$ cat config.mk
export PLATFORM = sky130hd
export DESIGN_NAME = low_battery_stepdown_guard_core
export DESIGN_NICKNAME = d
export VERILOG_FILES = /design/src/rtl/lbsg_pkg.sv /design/src/rtl/low_battery_stepdown_guard_core.sv /design/src/rtl/lbsg_in_reg.sv /design/src/rtl/lbsg_step.sv
export VERILOG_INCLUDE_DIRS = /design/src /design/src/rtl
export SDC_FILE = /design/constraint.sdc
export NUM_CORES = 1
export LEC_CHECK = 0
export ABC_AREA = 1
export BUFFER_PORTS_ARGS = -buffer_cell sky130_fd_sc_hd__buf_4
export CAP_MARGIN = 20
export CORE_MARGIN = 10
export CORE_UTILIZATION = 48
export CTS_BUF_LIST = sky130_fd_sc_hd__clkbuf_4
export DETAILED_ROUTE_END_ITERATION = 6
export PLACE_DENSITY = 0.67
export SYNTH_ARGS = -nofsm -noshare
export SYNTH_HDL_FRONTEND = slang
export SYNTH_HIERARCHICAL = 1
export SYNTH_SLANG_ARGS = --single-unit
$ cat constraint.sdc
create_clock -name clk_i -period 2.9 [get_ports clk_i]
set_input_delay 0.58 -clock clk_i [delete_from_list [all_inputs] [get_ports clk_i]]
set_output_delay 0.58 -clock clk_i [all_outputs]
set_load 0.01 [all_outputs]
$ cat src/rtl/low_battery_stepdown_guard_core_macros.svh
// Assertion macros for the battery guard core.
// Bodies are empty when NO_ASSERTIONS is set.
`ifndef LOW_BATTERY_STEPDOWN_GUARD_CORE_MACROS_SVH
`define LOW_BATTERY_STEPDOWN_GUARD_CORE_MACROS_SVH

`ifndef NO_ASSERTIONS
// Checked on clk_i, off while rst_ni is low.
`define LBSG_ASSERT(lbl, prop) \
  lbl: assert property (@(posedge clk_i) disable iff (!rst_ni) prop) \
    else $error("lbsg assertion failed");
// Same check with an explicit clock and active-low reset.
`define LBSG_ASSERT_CLK(lbl, clk, rstn, prop) \
  lbl: assert property (@(posedge clk) disable iff (!rstn) prop) \
    else $error("lbsg assertion failed");
`else
`define LBSG_ASSERT(lbl, prop)
`define LBSG_ASSERT_CLK(lbl, clk, rstn, prop)
`endif

`endif

$ cat src/rtl/lbsg_pkg.sv
package lbsg_pkg;

  typedef enum logic [1:0] {
    CMD_TICK    = 2'd0,
    CMD_FIXED   = 2'd1,
    CMD_RAMP    = 2'd2,
    CMD_RESTORE = 2'd3
  } lbsg_cmd_e;

  typedef enum logic {
    REG_START_LIMIT = 1'b0,
    REG_START_THRES = 1'b1
  } lbsg_reg_e;

  localparam int unsigned RegIdxW = 1;
  localparam int unsigned CfgDataW = 16;

  localparam logic [3:0]  ALERT_DELAY      = 4'd10;
  localparam logic [3:0]  ALERT_TOP        = 4'd11;
  localparam logic [3:0]  FAULT_DELAY      = 4'd2;
  localparam logic [3:0]  RAMP_FAULT_DELAY = 4'd4;
  localparam logic [3:0]  RECOVERY_TOP     = 4'd9;
  localparam logic [15:0] LIMIT_FLOOR      = 16'd500;
  localparam logic [15:0] LIMIT_STEP       = 16'd250;
  localparam logic [15:0] THRES_FLOOR      = 16'd2850;
  localparam logic [15:0] THRES_DOWN       = 16'd25;
  localparam logic [15:0] THRES_UP         = 16'd50;
  localparam logic [15:0] START_LIMIT_RST  = 16'd0;
  localparam logic [15:0] START_THRES_RST  = 16'd2850;

  typedef struct packed {
    logic [1:0]  cmd;
    logic        battery_alert;
    logic        battery_fault;
    logic        charge_high;
    logic        key_click;
    logic        key_hold;
    logic        need_shutoff;
    logic [4:0]  jump_mode;
    logic [15:0] gear_current_ma;
    logic [15:0] mode_threshold_mv;
  } lbsg_in_t;

  typedef struct packed {
    logic        shut_off;
    logic        switch_gear;
    logic [4:0]  target_mode;
    logic [15:0] current_limit_ma;
    logic [15:0] threshold_mv;
  } lbsg_out_t;

  typedef struct packed {
    logic [3:0]  alert_timer;
    logic [3:0]  recovery_timer;
    logic [15:0] ramp_limit;
    logic [15:0] ramp_threshold;
  } lbsg_state_t;

  function automatic logic [15:0] sat_add16(input logic [15:0] a, input logic [15:0] b);
    logic [16:0] s;
    s = {1'b0, a} + {1'b0, b};
    return s[16] ? 16'hFFFF : s[15:0];
  endfunction

endpackage

$ cat src/rtl/low_battery_stepdown_guard_core.sv
// Each item passes through the input register, then the result register.
// Throughput: one item per cycle; the step stage stalls only while the result register is held.
// The state update is a single pass of compare/add logic between the two registers.
// Reset (async, active low): both stages empty, timers cleared, ramp limit 0 mA and
// ramp threshold 2850 mV. Config writes reload the ramp limit or threshold at once.
`include "low_battery_stepdown_guard_core_macros.svh"

module low_battery_stepdown_guard_core (
  input  logic                                 clk_i,
  input  logic                                 rst_ni,
  // command channel
  input  logic                                 in_valid_i,
  output logic                                 in_stall_o,
  input  lbsg_pkg::lbsg_in_t                   in_data_i,
  // result channel
  output logic                                 out_valid_o,
  input  logic                                 out_stall_i,
  output lbsg_pkg::lbsg_out_t                  out_data_o,
  // config write port
  input  logic                                 cfg_we_i,
  input  logic [lbsg_pkg::RegIdxW-1:0]         cfg_idx_i,
  input  logic [lbsg_pkg::CfgDataW-1:0]        cfg_wdata_i
);

  // ---------------------------------------------------------------
  // Input register
  // ---------------------------------------------------------------
  logic                  item_vld;
  lbsg_pkg::lbsg_in_t    item;
  logic                  out_free;
  logic                  move;
  logic                  out_vld_q, out_vld_d;

  // result register can take a new transfer when empty or being drained
  assign out_free = !out_vld_q || !out_stall_i;
  assign move     = item_vld && out_free;

  lbsg_in_reg u_in_reg (
    .clk_i      (clk_i),
    .rst_ni     (rst_ni),
    .in_valid_i (in_valid_i),
    .in_stall_o (in_stall_o),
    .in_data_i  (in_data_i),
    .take_i     (out_free),
    .item_vld_o (item_vld),
    .item_o     (item)
  );

  // ---------------------------------------------------------------
  // Guard state: timers and ramp limits
  // ---------------------------------------------------------------
  lbsg_pkg::lbsg_state_t state_q, state_d, state_step;
  lbsg_pkg::lbsg_out_t   res;

  lbsg_step u_step (
    .item_i  (item),
    .state_i (state_q),
    .state_o (state_step),
    .res_o   (res)
  );

  // The user keeps config writes to idle so they never race a step; the core does not check.
  always_comb begin
    state_d = state_q;
    if (move) begin
      state_d = state_step;
    end
    if (cfg_we_i) begin
      case (cfg_idx_i)
        lbsg_pkg::REG_START_LIMIT: state_d.ramp_limit     = cfg_wdata_i;
        lbsg_pkg::REG_START_THRES: state_d.ramp_threshold = cfg_wdata_i;
        default:                   state_d = state_q;
      endcase
    end
  end

  always_ff @(posedge clk_i or negedge rst_ni) begin
    if (!rst_ni) begin
      state_q.alert_timer    <= '0;
      state_q.recovery_timer <= '0;
      state_q.ramp_limit     <= lbsg_pkg::START_LIMIT_RST;
      state_q.ramp_threshold <= lbsg_pkg::START_THRES_RST;
    end else begin
      state_q <= state_d;
    end
  end

  // ---------------------------------------------------------------
  // Result register
  // ---------------------------------------------------------------
  lbsg_pkg::lbsg_out_t out_q;

  assign out_vld_d = move || (out_vld_q && out_stall_i);

  always_ff @(posedge clk_i or negedge rst_ni) begin
    if (!rst_ni) begin
      out_vld_q <= 1'b0;
    end else begin
      out_vld_q <= out_vld_d;
    end
  end

  always_ff @(posedge clk_i) begin
    if (move) begin
      out_q <= res;
    end
  end

  assign out_valid_o = out_vld_q;
  assign out_data_o  = out_q;

  // ---------------------------------------------------------------
  // Checks
  // ---------------------------------------------------------------
  `LBSG_ASSERT(a_alert_timer_cap, state_q.alert_timer <= lbsg_pkg::ALERT_TOP)
  `LBSG_ASSERT(a_recovery_timer_cap, state_q.recovery_timer <= lbsg_pkg::RECOVERY_TOP)
  `LBSG_ASSERT(a_one_request, out_vld_q |-> !(out_q.shut_off && out_q.switch_gear))
  `LBSG_ASSERT(a_target_only_on_switch,
               (out_vld_q && out_q.target_mode != '0) |-> out_q.switch_gear)
  `LBSG_ASSERT(a_state_holds_when_idle, (!move && !cfg_we_i) |=> $stable(state_q))

endmodule

$ cat src/rtl/lbsg_in_reg.sv
// Input register: holds one accepted item until the step stage takes it.
module lbsg_in_reg (
  input  logic              clk_i,
  input  logic              rst_ni,
  input  logic              in_valid_i,
  output logic              in_stall_o,
  input  lbsg_pkg::lbsg_in_t in_data_i,
  input  logic              take_i,
  output logic              item_vld_o,
  output lbsg_pkg::lbsg_in_t item_o
);

  logic               vld_q, vld_d;
  lbsg_pkg::lbsg_in_t data_q;
  logic               load;

  // stall only while a held item cannot move on
  assign in_stall_o = vld_q && !take_i;
  assign load       = in_valid_i && !in_stall_o;
  assign vld_d      = load || (vld_q && !take_i);

  always_ff @(posedge clk_i or negedge rst_ni) begin
    if (!rst_ni) begin
      vld_q <= 1'b0;
    end else begin
      vld_q <= vld_d;
    end
  end

  always_ff @(posedge clk_i) begin
    if (load) begin
      data_q <= in_data_i;
    end
  end

  assign item_vld_o = vld_q;
  assign item_o     = data_q;

endmodule

$ cat src/rtl/lbsg_step.sv
// One command against the guard state: next state and result fields.
module lbsg_step (
  input  lbsg_pkg::lbsg_in_t    item_i,
  input  lbsg_pkg::lbsg_state_t state_i,
  output lbsg_pkg::lbsg_state_t state_o,
  output lbsg_pkg::lbsg_out_t   res_o
);

  logic        changing;
  logic [3:0]  thr;
  logic        due;
  lbsg_pkg::lbsg_state_t s;
  logic        off, sw;
  logic [4:0]  target;

  assign changing = item_i.key_click || item_i.key_hold;

  always_comb begin
    s      = state_i;
    off    = 1'b0;
    sw     = 1'b0;
    target = '0;
    thr    = lbsg_pkg::FAULT_DELAY;
    due    = 1'b1;
    case (item_i.cmd)
      lbsg_pkg::CMD_TICK: begin
        if (s.recovery_timer != '0 && s.recovery_timer < lbsg_pkg::RECOVERY_TOP) begin
          s.recovery_timer = s.recovery_timer + 4'd1;
        end
        if (s.alert_timer != '0 && s.alert_timer < lbsg_pkg::ALERT_TOP) begin
          s.alert_timer = s.alert_timer + 4'd1;
        end
      end
      lbsg_pkg::CMD_FIXED: begin
        if (!item_i.battery_fault) begin
          thr = lbsg_pkg::ALERT_DELAY;
          if (!item_i.battery_alert || changing) begin
            s.alert_timer = '0;
          end else if (s.alert_timer == '0) begin
            s.alert_timer = 4'd1;
          end
        end else if (s.alert_timer == '0) begin
          s.alert_timer = 4'd1;
        end
        if (s.alert_timer > thr) begin
          if (item_i.need_shutoff || (changing && item_i.battery_fault)) begin
            off = 1'b1;
          end else begin
            s.alert_timer = '0;
            sw            = 1'b1;
            target        = item_i.jump_mode;
          end
        end
      end
      lbsg_pkg::CMD_RAMP: begin
        if (!item_i.battery_alert && !item_i.battery_fault) begin
          s.alert_timer = '0;
          if (item_i.charge_high) begin
            if (s.ramp_limit < item_i.gear_current_ma) begin
              if (s.recovery_timer == '0) begin
                s.recovery_timer = 4'd1;
              end else if (s.recovery_timer < lbsg_pkg::RECOVERY_TOP) begin
                due = 1'b0;
              end
              if (due) begin
                s.recovery_timer = 4'd1;
                if (s.ramp_threshold > item_i.mode_threshold_mv) begin
                  s.ramp_threshold = item_i.mode_threshold_mv;
                end else begin
                  s.ramp_threshold = lbsg_pkg::sat_add16(s.ramp_threshold,
                                                          lbsg_pkg::THRES_UP);
                end
                // limit is below gear here, so it always steps up
                s.ramp_limit = lbsg_pkg::sat_add16(s.ramp_limit, lbsg_pkg::LIMIT_STEP);
              end
            end else begin
              s.recovery_timer = '0;
            end
          end
        end else begin
          s.recovery_timer = '0;
          if (s.alert_timer == '0) begin
            s.alert_timer = 4'd1;
          end
          if (item_i.battery_fault && s.alert_timer > lbsg_pkg::RAMP_FAULT_DELAY) begin
            off = 1'b1;
          end else if (s.alert_timer > lbsg_pkg::ALERT_DELAY) begin
            if (s.ramp_limit > lbsg_pkg::LIMIT_FLOOR) begin
              s.ramp_limit = s.ramp_limit - lbsg_pkg::LIMIT_STEP;
            end
            if (s.ramp_threshold > lbsg_pkg::THRES_FLOOR) begin
              s.ramp_threshold = s.ramp_threshold - lbsg_pkg::THRES_DOWN;
            end
            s.alert_timer = 4'd1;
          end
        end
      end
      lbsg_pkg::CMD_RESTORE: begin
        if (!item_i.battery_alert && !item_i.battery_fault && item_i.charge_high) begin
          s.ramp_limit = item_i.gear_current_ma;
        end
      end
      default: begin
        s = state_i;
      end
    endcase
  end

  assign state_o                = s;
  assign res_o.shut_off         = off;
  assign res_o.switch_gear      = sw;
  assign res_o.target_mode      = target;
  assign res_o.current_limit_ma = s.ramp_limit;
  assign res_o.threshold_mv     = s.ramp_threshold;

endmodule

==> qor.log <==
INFO  routing        final_antenna_net_count=0
INFO  floorplan      die-height=162um
INFO  sta            max_freq=385MHz
INFO  clocking       cts_hold_buffers=0
INFO  power_and_ir_drop power_frac_seq=0.387
INFO  sta            totalNegativeSetupSlack=0ns
INFO  sta            worst_slew_pin_tran=0.637ns
INFO  power_and_ir_drop switching_power=2.62mW
INFO  setup_path     r2r_setup_slack=0.30ns
INFO  sta            hold_viol_final=0
INFO  logic_synthesis seq_area_frac_synth=0.369
INFO  final_layout   drive_above_1_share=0.182
INFO  clocking       clockRootBuffer=clkbuf_4
INFO  routing        post_drt_wl_per_cell=16.9um
INFO  placement      gp_congestion=0.959
INFO  placement      dp_hpwl=20.6mm
INFO  setup_path     startpoint_type=flip-flop
INFO  floorplan      initial_core_util=0.493
INFO  sta            grt_setup_unrepaired=false
INFO  power_and_ir_drop power.density_cell_area=576mW/mm^2
INFO  global_route   first_pass_grt_wire_length=45.6mm
INFO  global_route   pin_count_of_the_biggest_net_entering_global_routing=46
INFO  sta            min_period_over_period=0.896
INFO  power_and_ir_drop clock_power_share=0.200
INFO  global_route   grt.overflow.total=0
INFO  clocking       h-tree-depth=4
INFO  setup_path     critPathSlowestCell=dfrtp_1
INFO  global_route   antenna_violations_before_repair=1
INFO  routing        vias=9106
INFO  floorplan      core-area=0.0197sqmm
INFO  final_layout   design.final.nets=1521
INFO  power_and_ir_drop netSwitchingFraction=0.419
INFO  setup_path     cp.required=3.33ns
INFO  clocking       clock_tree_from_tritoncts=yes
INFO  final_layout   synthToLayoutAreaGrowth=12.1%
INFO  routing        detail_route.vias_per_cell=5.40
INFO  sta            slew_viol_final=0
INFO  power_and_ir_drop sum_of_internal_switching_and_leakage_power=6.26mW
INFO  floorplan      die_w=162um
INFO  setup_path     crit_path_end_kind=flip-flop
INFO  setup_path     cpMostUsedCell=nand2_1
INFO  sta            timing.final.crit_period=2.60ns
INFO  flow_run       max-cap-violations=0
INFO  logic_synthesis syn-num-nets=1443
INFO  placement      io_buffer_count=107
INFO  logic_synthesis postSynthRegisterBits=126
INFO  routing        drt_wl_total=28.5mm
INFO  setup_path     worstSetupPathType=flip-flop to flip-flop
INFO  floorplan      std_cell_rows=51
INFO  logic_synthesis synth.distinct_cells=48
INFO  clocking       buffer_levels_on_the_longest_clock_path=2
INFO  setup_path     critical_path.max_stage_delay=0.50ns
INFO  setup_path     timing.critical_path.cells=ha_1, nand2_1, inv_1, o21ai_0, a21oi_1, nor2_1, nand3_1, inv_2, nand3_1, nand2_1, nand2_1, nand2_1, nand2_1, inv_1, nand3_1, nand3_1, nand2_1
INFO  hold_path      hold_path_class=primary input to async pin
INFO  logic_synthesis post_synth_inst_count=1329
INFO  power_and_ir_drop power_leakage=5.42nW
INFO  logic_synthesis postSynth.asyncResetShare=0.333
INFO  floorplan      design.die.area=0.0263sqmm
INFO  sta            worst_clock_skew=0.0223ns
INFO  setup_path     worst-endpoint-arrival=3.02ns
INFO  clocking       cts-buffers-inserted=17
INFO  power_and_ir_drop cell_internal_pwr=3.64mW
INFO  routing        drt-pass1-iter-count=5
INFO  routing        drt_iter0_drc=796
INFO  logic_synthesis postSynth.topFlopCell=edfxtp_1
INFO  sta            setup_viol_count_final=0
INFO  global_route   first_global_vias=8600
INFO  outcome        outcome=completed
INFO  sta            timing.max_slew.rel_slack=0.575
INFO  routing        drc_errors=0
INFO  logic_synthesis yosysWarningCount=6
INFO  power_and_ir_drop irDropWorstVdd=0.000273V
INFO  global_route   tot_gr_track_use=0.214
INFO  clocking       worst_skew_pair.late_latency=0.55ns
INFO  logic_synthesis syn_avg_cell_area=7.29squm
INFO  logic_synthesis synth_area=0.00969sqmm
INFO  setup_path     critical-path-top-delay-family=simple AND/OR/NAND/NOR gates
INFO  floorplan      ioPinCount=108
INFO  logic_synthesis synth_edf_count=84
INFO  setup_path     crit_path_max_fanout=18
INFO  setup_path     cp.buffers_inverters=3
INFO  power_and_ir_drop comb_power_share=0.414
INFO  clocking       clock_sinks=126
INFO  clocking       clk_transition_reported_paths=0.13ns
## power by group through the flow
stage	logic (mW)	registers [mW]	clock network, mW
floorplan	1.89	2.44	0
global placement	2.50	2.45	0
CTS	2.55	2.42	1.29
finish	2.59	2.42	1.25
detailed placement	2.53	2.46	0
global route	2.92	2.45	1.36
## logic make-up after synthesis
logic type	count (synthesis)	synth area share
adder cells (fa/ha/maj)	47	0.0607
XOR/XNOR	8	0.00723
buffers and inverters	296	0.140
flip-flops	126	0.369
AND/OR/NAND/NOR	685	0.324
AO/OA/AOI/OAI	167	0.0991
## placed cells by master (no fill, tap or decap), types with 6 or more instances in the layout
master,n
nand2_1,358
nand2_2,8
nor3_1,11
nand3_1,160
dfrtp_1,36
o21ai_0,44
inv_2,17
o21ai_1,17
nor2_4,10
ha_1,47
nor2_2,6
nand3_2,13
xor2_1,7
a22oi_1,14
edfxtp_1,84
o211ai_1,7
nor2_1,78
nand4_1,22
clkbuf_4,18
buf_4,141
a21oi_1,60
inv_1,193
## per-layer routing
| layer | wire, um | global-route usage |
|---|---|---|
| met5 | 0 | 0 |
| met3 | 1810 | 0.0394 |
| met4 | 519 | 0.0538 |
| met1 | 12300 | 0.273 |
| met2 | 13900 | 0.367 |
## sequential cells by signal, summed over array words and instances (netlist names)
| register | cells |
|---|---|
| out_valid_o | 1 |
| u_in_reg/item_o | 45 |
| out_data_o | 39 |
| state_q | 40 |
| u_in_reg/item_vld_o | 1 |
## Yosys cell counts, drive strengths merged, types with 14 or more instances
cell      n  area (sq um)
nor3     14          85.1
nand3   174           943
inv     210           791
buf      81           542
a21oi    66           353
nor2     95           463
a22oi    14           105
nand2   370          1440
edfxtp   84          2520
o21ai    64           332
dfrtp    37           926
ha       47           588
nand4    22           138
## per-stage QoR
stage          hold WS (ns)  setup slack [ns]  cell area (sq um)   util  std cells
6_report             0.0300             0.301              10900  0.553       1686
5_1_grt              0.0211            0.0290              10900  0.553       1686
4_1_cts              0.0269             0.196              10800  0.551       1684
3_5_place_dp          0.500             0.243              10600  0.537       1652
3_3_place_gp          0.496             0.228              10600  0.537       1652
2_1_floorplan         0.284             0.201               9690      -       1329
## path summary, 6_finish.rpt
| kind | from | end | depth (start not counted) |
|---|---|---|---|
| max reg2reg | state_q[27] | state_q[12] | 17 |
| min reg2reg | state_q[35] | state_q[35] | 2 |
| min | rst_ni | state_q[30] | 1 |
| max | state_q[27] | state_q[12] | 17 |
| min in group clk_i | in_data_i[20] | u_in_reg/item_o[20] | 1 |
| max in group asynchronous | rst_ni | state_q[2] | 1 |
## area by class of cell
cell class	count	area (sq um)
diodes	1	2.50
clock buffers	18	135
clock inverters	14	144
fillers	1977	8790
inverters	212	803
multi-input cells	907	4770
flip-flops and latches	126	3580
well taps	265	332
repair buffers	143	1090
## repair_timing
item	CTS	global route
setup buffers	0	1
gates resized for setup	0	4
hold endpoints to repair	0	0
setup endpoints to repair	0	3
Power figures use the tool's default switching activity.
